==> src/design/quadratic_root_solver_top_macros.svh <==
// Assertion macros for the quadratic root solver.
// Used by the modules in this folder that carry assertions.
`ifndef QUADRATIC_ROOT_SOLVER_TOP_MACROS_SVH
`define QUADRATIC_ROOT_SOLVER_TOP_MACROS_SVH
`ifndef NO_ASSERTIONS
`define QRS_ASSERT(label, clk, rst_n, prop, msg) \
    label: assert property (@(posedge clk) disable iff (!rst_n) prop) else $error(msg);
`define QRS_ASSERT_NR(label, clk, prop, msg) \
    label: assert property (@(posedge clk) prop) else $error(msg);
`else
`define QRS_ASSERT(label, clk, rst_n, prop, msg)
`define QRS_ASSERT_NR(label, clk, prop, msg)
`endif
`endif

==> src/design/qrs_sqrt_cell.sv <==
// One cell of the pipelined square root: settles one result bit per cycle.
// Depends on nothing.
`timescale 1ns / 1ps
module qrs_sqrt_cell #(
    parameter int RW  = 66,
    parameter int SW  = 33,
    parameter int POS = 0
) (
    input  logic          clk,
    input  logic [RW-1:0] rem_in,
    input  logic [SW-1:0] root_in,
    output logic [RW-1:0] rem_out,
    output logic [SW-1:0] root_out
);
    logic [RW-1:0] trial;
    logic          take;
    logic [RW-1:0] rem_next;
    logic [SW-1:0] root_next;
    logic [RW-1:0] rem_reg;
    logic [SW-1:0] root_reg;

    // trial = (4*root + 1) << 2*POS, the growth of the square when this bit is set
    always_comb
    begin
        trial     = ((RW'(root_in) << 2) | RW'(1)) << (2*POS);
        take      = rem_in >= trial;
        rem_next  = take ? rem_in - trial : rem_in;
        root_next = {root_in[SW-2:0], take};
    end

    always_ff @(posedge clk)
    begin
        rem_reg  <= rem_next;
        root_reg <= root_next;
    end

    assign rem_out  = rem_reg;
    assign root_out = root_reg;
endmodule

==> config.mk <==
export PLATFORM = sky130hd
export DESIGN_NAME = qrs_sqrt_cell
export DESIGN_NICKNAME = d
export VERILOG_FILES = /design/src/design/quadratic_root_solver_top_macros.svh /design/src/design/qrs_sqrt_cell.sv
export SDC_FILE = /design/constraint.sdc
export NUM_CORES = 1
export LEC_CHECK = 0
export BUFFER_PORTS_ARGS = -buffer_cell sky130_fd_sc_hd__buf_2
export CORE_UTILIZATION = 50
export CTS_CLUSTER_DIAMETER = 60
export DETAILED_ROUTE_END_ITERATION = 6
export GPL_TIMING_DRIVEN = 1
export PLACE_DENSITY_LB_ADDON = 0.15
export SLEW_MARGIN = 25
export SYNTH_ARGS = -nofsm -noshare
export SYNTH_HDL_FRONTEND = slang
export SYNTH_SLANG_ARGS = --single-unit
==> constraint.sdc <==
create_clock -name clk -period 3.9 [get_ports clk]
set_input_delay 0.585 -clock clk [delete_from_list [all_inputs] [get_ports clk]]
set_output_delay 0.585 -clock clk [all_outputs]
set_load 0.02 [all_outputs]
=== Word-level counts from Yosys, hierarchy flattened ===
Cells that the tools add are included.

* Multiplexer cells: 1
* Add/subtract/negate cells: 1
* Magnitude comparators: 1

{| class="wikitable"
|+ Operator list
! cell !! number
|-
| greater-or-equal comparator 66 x 35 -> 1 bit || 1
|-
| two-way mux 66 bit || 1
|-
| subtractor 66 x 35 -> 66 bit || 1
|}

* Logic and storage cells: 5
* Flip-flop bits (word level): 99
* Output and inout port bits: 99

=== Logic depth before layout (Yosys ltp) ===
* Depth after elaboration: 2
* Gate-level depth with buffers: 14
* Mapped depth without buffers: 10

=== Worst setup path after synthesis ===
No wires, ideal clock.

* Path type: input -> register
* Start: in root_in[8]
* End: reg rem_reg[45], in the netlist rem_out[45]
* Path slack: 0.971 ns
* Cell stages on the path: 12
* Arrival: 2.795 ns
* Path buffers: 2
* Data required time: 3.766 ns
* Setup time: 0.134 ns
* Cells stage by stage: inv_1 ha_1 clkbuf_1 nand2_1 nor4_1 o21ai_1 a2111oi_0 o21ai_1 o211ai_2 buf_4 nor4_1 xor2_1

* Word-level cells in the longest chain between the ends: 2

{| class="wikitable"
|+ Ends and longest elaborated chain
! element !! line !! RTL
|-
| from (decl) || qrs_sqrt_cell.sv:11 || <nowiki>input logic [SW-1:0] root_in,</nowiki>
|-
| subtractor 66 x 35 -> 66 bit or greater-or-equal comparator 66 x 35 -> 1 bit (tied branches) || qrs_sqrt_cell.sv:27, qrs_sqrt_cell.sv:26 ||
|-
| two-way mux 66 bit (*) || qrs_sqrt_cell.sv:27 || <nowiki>rem_next = take ? rem_in - trial : rem_in;</nowiki>
|-
| named net rem_next[45] || qrs_sqrt_cell.sv:17 || <nowiki>logic [RW-1:0] rem_next;</nowiki>
|-
| to (signal assigned) || qrs_sqrt_cell.sv:33 || <nowiki>rem_reg <= rem_next;</nowiki>
|-
| to (decl) || qrs_sqrt_cell.sv:19 || <nowiki>logic [RW-1:0] rem_reg;</nowiki>
|}

Mark *: on every way through the listed nets, which the timed path passes. The rest lies on a longest branch.

=== Final worst setup path ===
* Start: in rem_in[6]
* End: reg rem_reg[16], in the netlist rem_out[16]

* Word-level cells in the longest chain between the ends: 2

{| class="wikitable"
|+ Ends and longest elaborated chain
! element !! line !! RTL
|-
| from (decl) || qrs_sqrt_cell.sv:10 || <nowiki>input logic [RW-1:0] rem_in,</nowiki>
|-
| subtractor 66 x 35 -> 66 bit or greater-or-equal comparator 66 x 35 -> 1 bit (tied branches) || qrs_sqrt_cell.sv:27, qrs_sqrt_cell.sv:26 ||
|-
| two-way mux 66 bit (*) || qrs_sqrt_cell.sv:27 ||
|-
| named net rem_next[16] || qrs_sqrt_cell.sv:17 ||
|}

Marked as above.

==> impl_metrics.csv <==
group,metric,value,unit
routing,ant_nets,0,
cells_and_area,fillCellCount,961,
critical_path,path_buf_inv,2,
sta,post-route-min-period,3.27,ns
critical_path,timing.critical_path.depth,11,
synth,mappedNetlistArea,5430,um^2
clock_network,number_of_h_tree_levels,3,
routing,drt_pass1_iterations,5,
place,pre_cts_ws,0.324,ns
place,finalWeightedCongestion,0.938,
routing,detail_route.wl_per_cell,14.8,um
synth,mapped_nets,793,
cells_and_area,layoutNonFillerInstCount,987,
sta,timing_hold_violations_final,0,
clock_network,postCtsHoldBufs,0,
sta,fmax,306,MHz
place,dp.cells,971,
critical_path,crit_path_start_kind,"input pin",
synth,synth_ff_type,"sky130_fd_sc_hd__dfxtp_1",
grt,total_global_route_track_usage,0.262,
sta,setup_ws,0.630,ns
critical_path,path_max_fanout,35,
grt,wire_length_of_the_first_global_routing_pass,24000,um
pwr,seqPwrFrac,0.426,
clock_network,clock-sinks,99,
grt,grt_pass1_vias,5143,
place,numPortBuffers,198,
run_status,status,"complete, no violations",
sta,final-max-slew-violation-count,0,
critical_path,crit_path_start,"rem_in[6]",
clock_network,cts_tree,"yes",
worst_hold_path,min-delay-path-class,"input pin to flop",
routing,number_of_drc_violations_after_detailed_routing_iteration_0,235,
cells_and_area,antennaDiodeCount,0,
die,die_area,11300,um^2
cells_and_area,final_layout_size_suffix_gt1_frac,0.281,
die,io_pins,199,
cells_and_area,nets,981,
die,die-width,106,um
pwr,p_sw_frac,0.334,
cells_and_area,multi_input_comb_area,3130,um^2
run,cap_viol_max_count,0,
clock_network,cts.root.buffer_cell,"sky130_fd_sc_hd__clkbuf_8",
place,place_area,6480,um^2
routing,drt_wl_total,14600,um
sta,final.hold.worst_slack,0.320,ns
synth,ys_seq_elements,99,
pwr,overall_power_after_layout,2.72,mW
sta,totalNegativeSetupSlack,0,ns
synth,synthesis.instances,658,
pwr,p_switching,0.908,mW
synth,synth_edf_count,0,
synth,yosysWarningCount,0,
clock_network,postCtsResizedCells,0,
cells_and_area,finalInstanceArea,6710,um^2
cells_and_area,finish.utilization,0.644,
critical_path,crit_type,"input pin to flop",
grt,grt_start_max_net_pins,36,
die,floorplan.rows,37,
critical_path,critical_path_cell_list,"buf_2, ha_1, a211oi_1, o22a_1, a21oi_1, o2111ai_1, and3_1, o21a_2, buf_4, nand2_1, o21ai_1",
cells_and_area,syn_to_final_growth,23.5,%
sta,fin_crit_sh,0.838,
sta,rsz0062_at_grt,"no",
die,placeableCoreArea,10400,um^2
die,initial_utilization,0.521,
synth,synth_top_cell_area_share,0.365,
routing,drt-met1-wl,6890,um
synth,synthArstFlopShare,0,
grt,globalRouteOverflowTotal,0,
pwr,cellInternalPower,1.81,mW
pwr,p_clk_frac,0.273,
place,hpwlAfterDp,11800,um
critical_path,critical-path-max-stage-delay,0.46,ns
synth,post_synth_main_area_contributors,"sky130_fd_sc_hd__dfxtp_1 37%, sky130_fd_sc_hd__ha_1 8.1%, sky130_fd_sc_hd__xor2_1 6.1%",
critical_path,worst_setup_path_endpoint,"rem_out[16]$_DFF_P_",
synth,seq_area_frac_synth,0.365,
critical_path,worstPathRequired,4.20,ns
routing,wl_met2,6640,um
pwr,leakage,3.06,nW
sta,setup_violating_endpoint_count_in_the_final_report,0,
critical_path,critPathArrivalTime,3.57,ns
clock_network,path_clk_slew,0.10,ns
critical_path,crit_path_end_kind,"flop",
routing,via_count,5388,
pwr,portion_of_total_power_attributed_to_combinational_logic,0.301,
synth,post_synth_top_area_cell,"sky130_fd_sc_hd__dfxtp_1",
pwr,pwr_density_cell,406,nW/um^2
grt,antenna_violations_before_repair,0,
critical_path,critPathSlowestCell,"sky130_fd_sc_hd__a211oi_1",
routing,drc_errors,0,
clock_network,cts_post_setup_buffers_inserted,0,
pwr,max-vdd-ir-drop,199,uV
routing,met3_length,895,um
routing,maxUsedRoutingLayer,"met4",
clock_network,clk_path_buf_depth,2,
clock_network,numCtsBuffers,9,
die,die_y,106,um
sta,relSlewSlack,0.598,
critical_path,cp_top_family,"compound AO/OA/AOI/OAI gates",
synth,post_synth.cell_area_avg,8.25,um^2
sta,tightestPinTransition,0.588,ns
synth,synth_cell_types,61,
routing,viasPerCell,5.46,
cells_and_area,final-seq-area,1980,um^2
[power groups by stage]
stage / combinational (mW) / sequential (mW) / clock, mW
detailed placement: 0.812 / 1.18 / 0
global route: 0.892 / 1.17 / 0.796
global placement: 0.807 / 1.18 / 0
floorplan: 0.368 / 1.34 / 0
CTS: 0.818 / 1.16 / 0.755
finish: 0.818 / 1.16 / 0.744
[layout by cell type (no fill, tap or decap), drive strengths merged, types with 5 or more instances in the layout]
cell type / n
o21a: 8
nand2: 79
o21ai: 62
o211ai: 7
a21o: 5
a31oi: 6
nor4: 18
nand2b: 7
or4: 5
a21oi: 45
dfxtp: 99
nor2: 47
xor2: 38
ha: 35
clkbuf: 11
nor3: 19
nand4: 14
nand4b: 6
nand3: 14
buf: 203
or2: 7
xnor2: 26
inv: 46
[registers in the layout, indices dropped and copies added, names as in the netlist]
name      cells
rem_out      66
root_out     33
[cell usage after synthesis (all sizes together) (2+ instances only)]
cell type / n
a211oi: 3
a21o: 5
a21oi: 45
a31oi: 6
and3: 2
buf: 10
clkbuf: 16
dfxtp: 99
ha: 35
inv: 45
nand2: 79
nand2b: 7
nand3: 14
nand4: 14
nand4b: 6
nor2: 47
nor2b: 2
nor3: 19
nor3b: 3
nor4: 18
o2111ai: 4
o211ai: 7
o21a: 8
o21ai: 62
o21bai: 3
o22ai: 2
o31ai: 3
or2: 7
or3: 2
or4: 5
xnor2: 26
xor2: 38
[per-layer routing]
layer / vias to the layer above / track usage
met5: - / 0
met4: 0 / 0.0694
met3: 19 / 0.0466
met2: 192 / 0.431
met1: 2497 / 0.354
li1: 2680 / -
[layout make-up]
cell class	count	share of cell area
Sequential cell	99	0.296
Tap cell	136	0.0254
Timing Repair Buffer	203	0.153
Inverter	45	0.0252
Clock inverter	5	0.0127
Clock buffer	11	0.0211
Multi-Input combinational cell	488	0.467
[worst min path at each step]
stage                startpoint              endpoint  slack (ns)  cells after the start
floorplan            root_in[9]  root_out[10]$_DFF_P_        0.61                      0
CTS                 root_in[27]  root_out[28]$_DFF_P_        0.31                      1
finish              root_in[27]  root_out[28]$_DFF_P_        0.32                      1
detailed placement  root_in[27]  root_out[28]$_DFF_P_        0.70                      1
global route        root_in[30]  root_out[31]$_DFF_P_        0.31                      1
global placement    root_in[16]  root_out[17]$_DFF_P_        0.70                      1
[logic make-up (layout without fill, tap and decap cells)]
family,count (synthesis),after routing,share of synthesized area
and+or+nand+nor,229,229,0.209
AOI/OAI and AO/OA,159,159,0.181
DFF,99,99,0.365
buffers and inverters,71,264,0.0585
xor gates and xnor gates,64,64,0.103
adders and majority gates,35,35,0.0807
muxes,1,1,0.00207
(Power assumes the default switching activity.)
