**src/design/quadratic_root_solver_top_macros.svh**
```systemverilog
// Assertion macros for the quadratic root solver.
// Used by the modules in this folder that carry assertions.
`ifndef QUADRATIC_ROOT_SOLVER_TOP_MACROS_SVH
`define QUADRATIC_ROOT_SOLVER_TOP_MACROS_SVH
`ifndef NO_ASSERTIONS
`define QRS_ASSERT(label, clk, rst_n, prop, msg) \
    label: assert property (@(posedge clk) disable iff (!rst_n) prop) else $error(msg);
`define QRS_ASSERT_NR(label, clk, prop, msg) \
    label: assert property (@(posedge clk) prop) else $error(msg);
`else
`define QRS_ASSERT(label, clk, rst_n, prop, msg)
`define QRS_ASSERT_NR(label, clk, prop, msg)
`endif
`endif

```
**src/design/qrs_div_cell.sv**
```systemverilog
// One cell of the pipelined restoring divider: settles one quotient bit per cycle.
// Depends on nothing.
`timescale 1ns / 1ps
module qrs_div_cell #(
    parameter int NW  = 64,
    parameter int DW  = 34,
    parameter int POS = 0
) (
    input  logic          clk,
    input  logic [NW-1:0] num_in,
    input  logic [DW-1:0] den_in,
    input  logic [NW-1:0] quo_in,
    output logic [NW-1:0] num_out,
    output logic [DW-1:0] den_out,
    output logic [NW-1:0] quo_out
);
    logic [NW+DW-1:0] shifted;
    logic             take;
    logic [NW-1:0]    num_next;
    logic [NW-1:0]    quo_next;
    logic [NW-1:0]    num_reg;
    logic [DW-1:0]    den_reg;
    logic [NW-1:0]    quo_reg;

    // num_in holds the running remainder; test den << POS against it
    always_comb
    begin
        shifted  = (NW+DW)'(den_in) << POS;
        take     = (den_in != '0) && ((NW+DW)'(num_in) >= shifted);
        num_next = take ? num_in - NW'(shifted) : num_in;
        quo_next = quo_in | (NW'(take) << POS);
    end

    always_ff @(posedge clk)
    begin
        num_reg <= num_next;
        den_reg <= den_in;
        quo_reg <= quo_next;
    end

    assign num_out = num_reg;
    assign den_out = den_reg;
    assign quo_out = quo_reg;
endmodule

```
**config.mk**
```make
export PLATFORM = sky130hd
export DESIGN_NAME = qrs_div_cell
export DESIGN_NICKNAME = d
export VERILOG_FILES = /design/src/design/quadratic_root_solver_top_macros.svh /design/src/design/qrs_div_cell.sv
export SDC_FILE = /design/constraint.sdc
export NUM_CORES = 1
export LEC_CHECK = 0
export BUFFER_PORTS_ARGS = -buffer_cell sky130_fd_sc_hd__buf_2
export CORE_MARGIN = 4
export CORE_UTILIZATION = 46
export CTS_CLUSTER_DIAMETER = 80
export DETAILED_ROUTE_END_ITERATION = 10
export PLACE_DENSITY = 0.8
export SLEW_MARGIN = 40
export SYNTH_ARGS = -nofsm -noshare
export SYNTH_HDL_FRONTEND = slang
export SYNTH_SLANG_ARGS = --single-unit
```
**constraint.sdc**
```tcl
create_clock -name clk -period 3.4 [get_ports clk]
set_input_delay 0.17 -clock clk [delete_from_list [all_inputs] [get_ports clk]]
set_output_delay 0.17 -clock clk [all_outputs]
set_load 0.02 [all_outputs]
```
# == Yosys cells after proc, flatten, opt, wreduce, memory -nomap -nowiden ==
# Cells that the tools add are included.
# totals
input_bits,163
out_inout_bits,162
mem_bits_ro,0
mem_bits_rw,0
latchBits,0
reg_bits,162
word_cells,9
mem_count,0
# op_classes
bitwise,1
eq_ne,0
n_addsub,1
reduce_logical,2
n_div,0
shift,0
n_mux,1
n_mul,0
order_cmp,1
# ops
op,n
$ge A64 B34 Y1,1
$mux W64,1
$or A64 B1 Y64,1
$sub A64 B34 Y64,1
$reduce_bool A34 Y1,1
$logic_and A1 B1 Y1,1

# == Logic depth before layout (Yosys ltp) ==
# Gate-level depths: netlist of run 1.
# depth
word_depth,3
depth_mapped,14
mapped_depth_nobuf,11

# == Worst setup path after synthesis of run 1 ==
# Ideal clock, no wire load.
# synth_path
path_kind,input port to flip-flop
from,in num_in[0]
to,reg num_reg[53] (netlist: num_out[53])
setup_ps,72
slack_ps,854
t_arrival_ps,2475
required_ps,3328
path_buffers,2
stages,13
cell_sequence,inv_1 ha_1 fa_1 nand2b_1 a21oi_1 o21ai_2 o21ai_4 o211ai_2 and2_1 buf_6 buf_6 nor4_2 xor2_1
# synth_between
elab_chain_len,3
elab_cells_between_ends,4
# synth_rtl
item,line,rtl
"start, declared",qrs_div_cell.sv:10,"input logic [NW-1:0] num_in,"
$ge A64 B34 Y1,qrs_div_cell.sv:29,take = (den_in != '0) && ((NW+DW)'(num_in) >= shifted);
$logic_and A1 B1 Y1,qrs_div_cell.sv:29,
$mux W64 *,qrs_div_cell.sv:30,num_next = take ? num_in - NW'(shifted) : num_in;
net num_next[53],qrs_div_cell.sv:19,logic [NW-1:0] num_next;
"end signal, assigned",qrs_div_cell.sv:36,num_reg <= num_next;
"end, declared",qrs_div_cell.sv:21,logic [NW-1:0] num_reg;
# Mark *: on every way through the listed nets, which the timed path passes. The rest lies on a longest branch.

# == Worst setup path in the final report of run 1 ==
# layout_path
from,in num_in[0]
to,reg num_reg[40] (netlist: num_out[40])
# Same word-level chain as after synthesis.

==> results of run 1 <==
-- area by class of cell --
| cell class | instances | area [µm²] | area share [%] |
|---|---|---|---|
| Sequential cell | 162 | 3240 | 30.3 |
| Multi-Input combinational cell | 492 | 3270 | 30.5 |
| Timing Repair Buffer | 482 | 3200 | 29.9 |
| Clock inverter | 15 | 190 | 1.77 |
| Tap cell | 184 | 230 | 2.15 |
| Inverter | 40 | 150 | 1.40 |
| Clock buffer | 17 | 425 | 3.97 |
| Antenna cell | 2 | 5.00 | 0.0467 |
-- layer usage --
metal  vias up  track usage (%)  share of wire [%]
met3        95             8.74                8.8
li1       3467                -                  -
met1      3446             34.8                 36
met4         0             15.9                5.1
met2       450             53.4                 50
met5         -                0                  0
-- kinds of logic after synthesis --
| kind of cell | count (synthesis) |
|---|---|
| flip-flops | 162 |
| adder cells (fa/ha/maj) | 35 |
| AND/OR/NAND/NOR | 233 |
| buffers and inverters | 60 |
| XOR/XNOR | 59 |
| AO/OA/AOI/OAI | 165 |
-- cells in the mapped netlist (2+ instances only) --
| library cell | count |
|---|---|
| o211ai_1 | 4 |
| nor2_1 | 32 |
| dfxtp_1 | 162 |
| o21ai_0 | 50 |
| and2_1 | 2 |
| a211o_1 | 2 |
| o21ai_1 | 13 |
| nor3b_1 | 3 |
| nor3_1 | 11 |
| clkbuf_1 | 3 |
| ha_1 | 34 |
| nand4_1 | 13 |
| nor4_1 | 17 |
| nand3_1 | 17 |
| a21oi_1 | 44 |
| a21boi_0 | 4 |
| nor2b_1 | 4 |
| o21bai_1 | 5 |
| nand3b_1 | 2 |
| buf_2 | 9 |
| a2111oi_2 | 2 |
| a21o_1 | 11 |
| nor4_2 | 5 |
| buf_6 | 6 |
| nand4b_1 | 4 |
| or4_1 | 5 |
| xnor2_1 | 35 |
| and3_1 | 5 |
| nand2b_1 | 9 |
| inv_1 | 40 |
| a211oi_1 | 4 |
| clkbuf_2 | 2 |
| or3_1 | 7 |
| o31ai_1 | 5 |
| a31oi_1 | 4 |
| xor2_1 | 24 |
| o21a_1 | 4 |
| nor4_4 | 4 |
| nand2_1 | 85 |
-- critical path, delay by kind of cell --
kind | cells | cell delay, ns
AO/OA/AOI/OAI | 6 | 1.61
buffers and inverters | 3 | 0.68
adder cells (fa/ha/maj) | 2 | 0.64
XOR/XNOR | 1 | 0.19
AND/OR/NAND/NOR | 1 | 0.18
-- per-stage QoR --
stage / instance area [µm²] / hold slack (ns) / instances / utilization [%] / setup slack, ns
5_1_grt: 10700 / 0.00593 / 1394 / 74.0 / 0.114
2_1_floorplan: 6780 / 0.198 / 714 / - / 0.854
3_3_place_gp: 8550 / 0.273 / 1207 / 59.1 / 0.492
3_5_place_dp: 8550 / 0.274 / 1207 / 59.1 / 0.403
6_report: 10700 / 0.0173 / 1394 / 74.0 / 0.210
4_1_cts: 10700 / 0.00354 / 1392 / 73.9 / 0.285
-- state kept, by name (all words and copies together) (netlist names) --
name / count
num_out: 64
den_out: 34
quo_out: 64
-- power breakdown --
part	internal (mW)	switching [mW]	total (mW)
combinational	0.501	0.754	1.25
clock	1.06	0.918	1.98
sequential	2.07	0.0525	2.13
-- what timing repair did --
action                                  CTS  global route
buffers inserted                          0             0
resized for setup                         0             2
hold endpoints to repair                153             0
hold buffers                            153             0
endpoints found under the setup margin    0            25
-- worst min-delay path by stage --
stage	to	slack, ns	cells after the start
2_1_floorplan	den_out[0]	0.20	0
4_1_cts	num_out[26]	0.004	3
3_5_place_dp	quo_out[41]	0.27	1
6_report	num_out[42]	0.02	2
3_3_place_gp	quo_out[8]	0.27	1
5_1_grt	num_out[26]	0.006	3
==> results.md, run 1 <==
- Synth Area in Adders: 6.57%
- Post-synthesis mux area share: 0%
- Pin count of the biggest net entering global routing: 70
- Drt drc: 0
- Worst EP required: about 3.7 ns
- Most frequent cells in the layout: buf_2, dfxtp_1, dlygate4sd3_1, nand2_1, o21ai_0
- Crit path launch type: primary input
- Worst Setup EP: num_out[40]
- Relative slew slack: 51.3%
- Total track usage: a little under a third
- # clock sinks: roughly 160
- Syn Nets: a little over 900
- Final Max Tran Viols: 0
- Worst hold path type: primary input to register
- Total grt overflow: 0
- Worst-path clk slew: around 0.07 ns
- Final Cycle Share: between 90% and 100%
- Final HPWL DP: about 18000 µm
- Core Footprint: between 0.01 and 0.015 mm²
- RSZ-0062 raised after global routing: no
- Clk root buf: clkbuf_16
- CTS tree: built
- Synth Area in Compound Gates: approximately 15%
- Synthesized flop and latch total: around 160
- Cell area power density: 500 mW/mm²
- Sequential fraction of the synthesis area: approximately 48%
- Hold Crit Start: num_in[42]
- Synth-to-layout area growth: 58.0%
- Yosys cell types: 61
- Layout fillers: 939
- DR vias: 7458
- Chip Height: between 100 and 150 µm
- Worst-Margin Slew: roughly 0.72 ns
- Post-synthesis average cell area: around 9.5 µm²
- CP max FO: 6
- Worst Setup End Kind: register
- Num CTS Buffers: 17
- Drt pass-1 iters: 7
- Routed wire length: approximately 27000 µm
- Final antenna-violating net count: 0
- Global placement routability congestion: around 0.96
- Number of global-route vias before repair: roughly 7500
- IO buf count: ~320
- Vias per std cell: approximately 5.4
- Initial antenna violation count: 2
- Synth top area share: between 40% and 50%
- Post-synthesis async set-or-reset flop share: 0%
- Leakage power total: roughly 4.9 nW
- H-tree depth: 4
- Synthesized instance count: 714
- Fin nets: approximately 1400
- Synth area leaders: dfxtp_1, ha_1, nand2_1
- First-pass GRT wire length: 40200 µm
- Simple-gate share of the synthesized area: 18.8%
- Worst Path Arrival: approximately 3.5 ns
- Status: finished, final reports clean
- Max cap viols: 0
- Final Critical Period: 3.19 ns
- Fmax: 313 MHz
- I/O pin total: 325
- Pwr Total: approximately 5.4 mW
- Most common cell after layout, fill and taps aside: buf_2
- Synth area leader: dfxtp_1
- Cell row count: 44
- Final Hold Vio Count: 0
- Clock Tree Buf Depth: 2
- Crit path kind: primary input to register
- Crit path launch: num_in[0]
- Cell Area, Synth: around 0.0068 mm²
- Setup violators final: 0
- Layout cell share with drive strength beyond 1: a little under a third
- Post-Route Setup TNS: 0 ns
- Synth Flop Type: dfxtp_1
- Crit path cell chain: dlygate4sd3_1, buf_2, inv_1, ha_1, fa_1, nand2b_1, a21oi_1, o21ai_2, o21ai_4, a21boi_0, o21ai_0, a211oi_1, xor2_1
- Largest family of logic cells by synthesized area: simple AND/OR/NAND/NOR gates
- Synth Area in XOR/XNOR: about 7.6%
- Peak VDD IR: 0.491 mV
- Wire per inst: about 20 µm
- CP peak stage delay: about 0.53 ns
- DIE AREA: around 0.017 mm²
- CP max-delay cell: dlygate4sd3_1
- Post-synth EDFFs: 0
- Initial Utilization: a little under half
- Iteration-0 DRC count of the detailed router: ~580
- Chip width: 129 µm
- Synth warn: 0
No activity file was read; power rests on OpenSTA's default activity.
==> inputs of run 2 (changes only) <==
CELL_PAD_IN_SITES_DETAIL_PLACEMENT = 0   (was default)
CELL_PAD_IN_SITES_GLOBAL_PLACEMENT = 1   (was default)
CORE_UTILIZATION = 25   (was 46)
PLACE_DENSITY = default   (was 0.8)
PLACE_DENSITY_LB_ADDON = 0.1   (was default)
==> results.md, run 2 (synthesis results as in run 1) <==
- Status: finished, final reports clean
- Most common cell after layout, fill and taps aside: buf_2
- Worst Hold Slack: 0.0416 ns (+0.0243 ns)
- Synth-to-layout area growth: 62.4%
- Iteration-0 DRC count of the detailed router: 269 (-54%)
- Cell row count: 60 (+36%)
- Fmax: 317 MHz (+0.98%)
- Final Util: 41.1% (-33 points)
- CP max FO: 36 (+30)
- Core Footprint: 0.0268 mm² (+85%)
- Final HPWL DP: 21800 µm (+22%)
- Most frequent cells in the layout: buf_2, dfxtp_1, dlygate4sd3_1, nand2_1, o21ai_0
- Worst Setup EP: num_out[20]
- Post-Route Setup TNS: 0 ns (unchanged)
- Num CTS Buffers: 17 (unchanged)
- Final Cycle Share: 92.9% (-0.91 points)
- Chip Height: 173 µm (+33%)
- H-tree depth: 4 (unchanged)
- Crit path launch type: primary input
- DR vias: 6900 (-7.5%)
- Worst-Margin Slew: 0.791 ns (+0.0671 ns)
- Max cap viols: 0 (unchanged)
- Fin nets: 1406 (+0.93%)
- Leakage power total: 4.95 nW (+1.4%)
- Number of global-route vias before repair: 7405 (-1.7%)
- DIE AREA: 0.0298 mm² (+78%)
- Worst hold path type: primary input to register
- Global placement routability congestion: 0.827 (-14%)
- Peak VDD IR: 0.278 mV (-43%)
- Layout cell share with drive strength beyond 1: 32.0% (+0.32 points)
- Pin count of the biggest net entering global routing: 37 (-47%)
- Crit path kind: primary input to register
- RSZ-0062 raised after global routing: no
- Clk root buf: clkbuf_16
- # clock sinks: 162 (unchanged)
- Total track usage: 18.6% (-12 points)
- CTS tree: built
- Worst EP required: 3.71 ns (about the same)
- Final Hold Vio Count: 0 (unchanged)
- Drt pass-1 iters: 5 (-2)
- Final Critical Period: 3.16 ns (-0.0308 ns)
- Relative slew slack: 45.9% (-5.4 points)
- Worst Path Arrival: 3.47 ns (-0.02 ns)
- Drt drc: 0 (unchanged)
- Final antenna-violating net count: 0 (unchanged)
- I/O pin total: 325 (unchanged)
- Wire per inst: 17.8 µm (-8.9%)
- Setup violators final: 0 (unchanged)
- Chip width: 173 µm (+33%)
- Worst Setup End Kind: register
- IO buf count: 324 (unchanged)
- Worst-path clk slew: 0.07 ns (about the same)
- Vias per std cell: 4.41 (-17%)
- Routed wire length: 27800 µm (+2.2%)
- Final Max Tran Viols: 0 (unchanged)
- Clock Tree Buf Depth: 2 (unchanged)
- First-pass GRT wire length: 43800 µm (+8.8%)
- Total grt overflow: 0 (unchanged)
- Cell area power density: 490 mW/mm² (-2.0%)
- Initial Utilization: 25.3% (-22 points)
- Crit path launch: den_in[1]
- Initial antenna violation count: 1 (-1)
==> run 2: power breakdown <==
group / switching, mW / internal (mW)
clock network: 0.967 / 1.06
registers: 0.0439 / 2.07
logic: 0.746 / 0.508
==> run 2: worst min path at each step <==
stage                     startpoint  slack, ns  cells past startpoint          end
final                     num_in[40]       0.04                      2  num_out[40]
after global routing      num_in[40]       0.02                      2  num_out[40]
after CTS                 num_in[40]       0.02                      2  num_out[40]
after detailed placement  quo_in[45]       0.27                      1  quo_out[45]
after global placement    quo_in[57]       0.27                      1  quo_out[57]
after floorplan            den_in[0]       0.20                      0   den_out[0]
==> run 2: stage by stage <==
stage	power (mW)	cell area [µm²]	setup WS, ns	std cells
3_3_place_gp	3.28	8820	0.282	1372
2_1_floorplan	2.79	6780	0.854	714
4_1_cts	5.49	11000	0.245	1562
6_report	5.40	11000	0.241	1563
5_1_grt	5.68	11000	0.0404	1563
3_5_place_dp	3.27	8820	0.344	1372
==> run 2: area by class of cell <==
class	instances	area (µm²)
clock buffer	17	425
fill	2723	15800
antenna	1	2.50
clock inverter	15	186
tap	341	427
inverter	40	150
timing repair buffer	495	3330
sequential	162	3240
multi-input combinational	492	3260
==> run 2: what timing repair did <==
item	4_1_cts	5_1_grt
buffers inserted	0	0
gates resized for setup	0	1
hold buffers	158	0
endpoints found under the hold margin	158	0
endpoints found under the setup margin	0	2
==> run 2: worst max-delay path: stages <==
cell           delay, ns
dlygate4sd3_1       0.54
buf_2               0.15
nor4_1              0.54
nand3_1             0.21
or3_1               0.50
a21boi_0            0.19
a31oi_2             0.23
and2_2              0.53
buf_12              0.25
o21ai_0             0.12
==> run 2: layer usage <==
layer	part of all wire (%)	track usage, %	up-vias
met5	0	0	-
met4	1.8	5.45	0
met3	6.3	5.31	28
met2	47	30.9	245
met1	45	23.7	3128
li1	-	-	3499
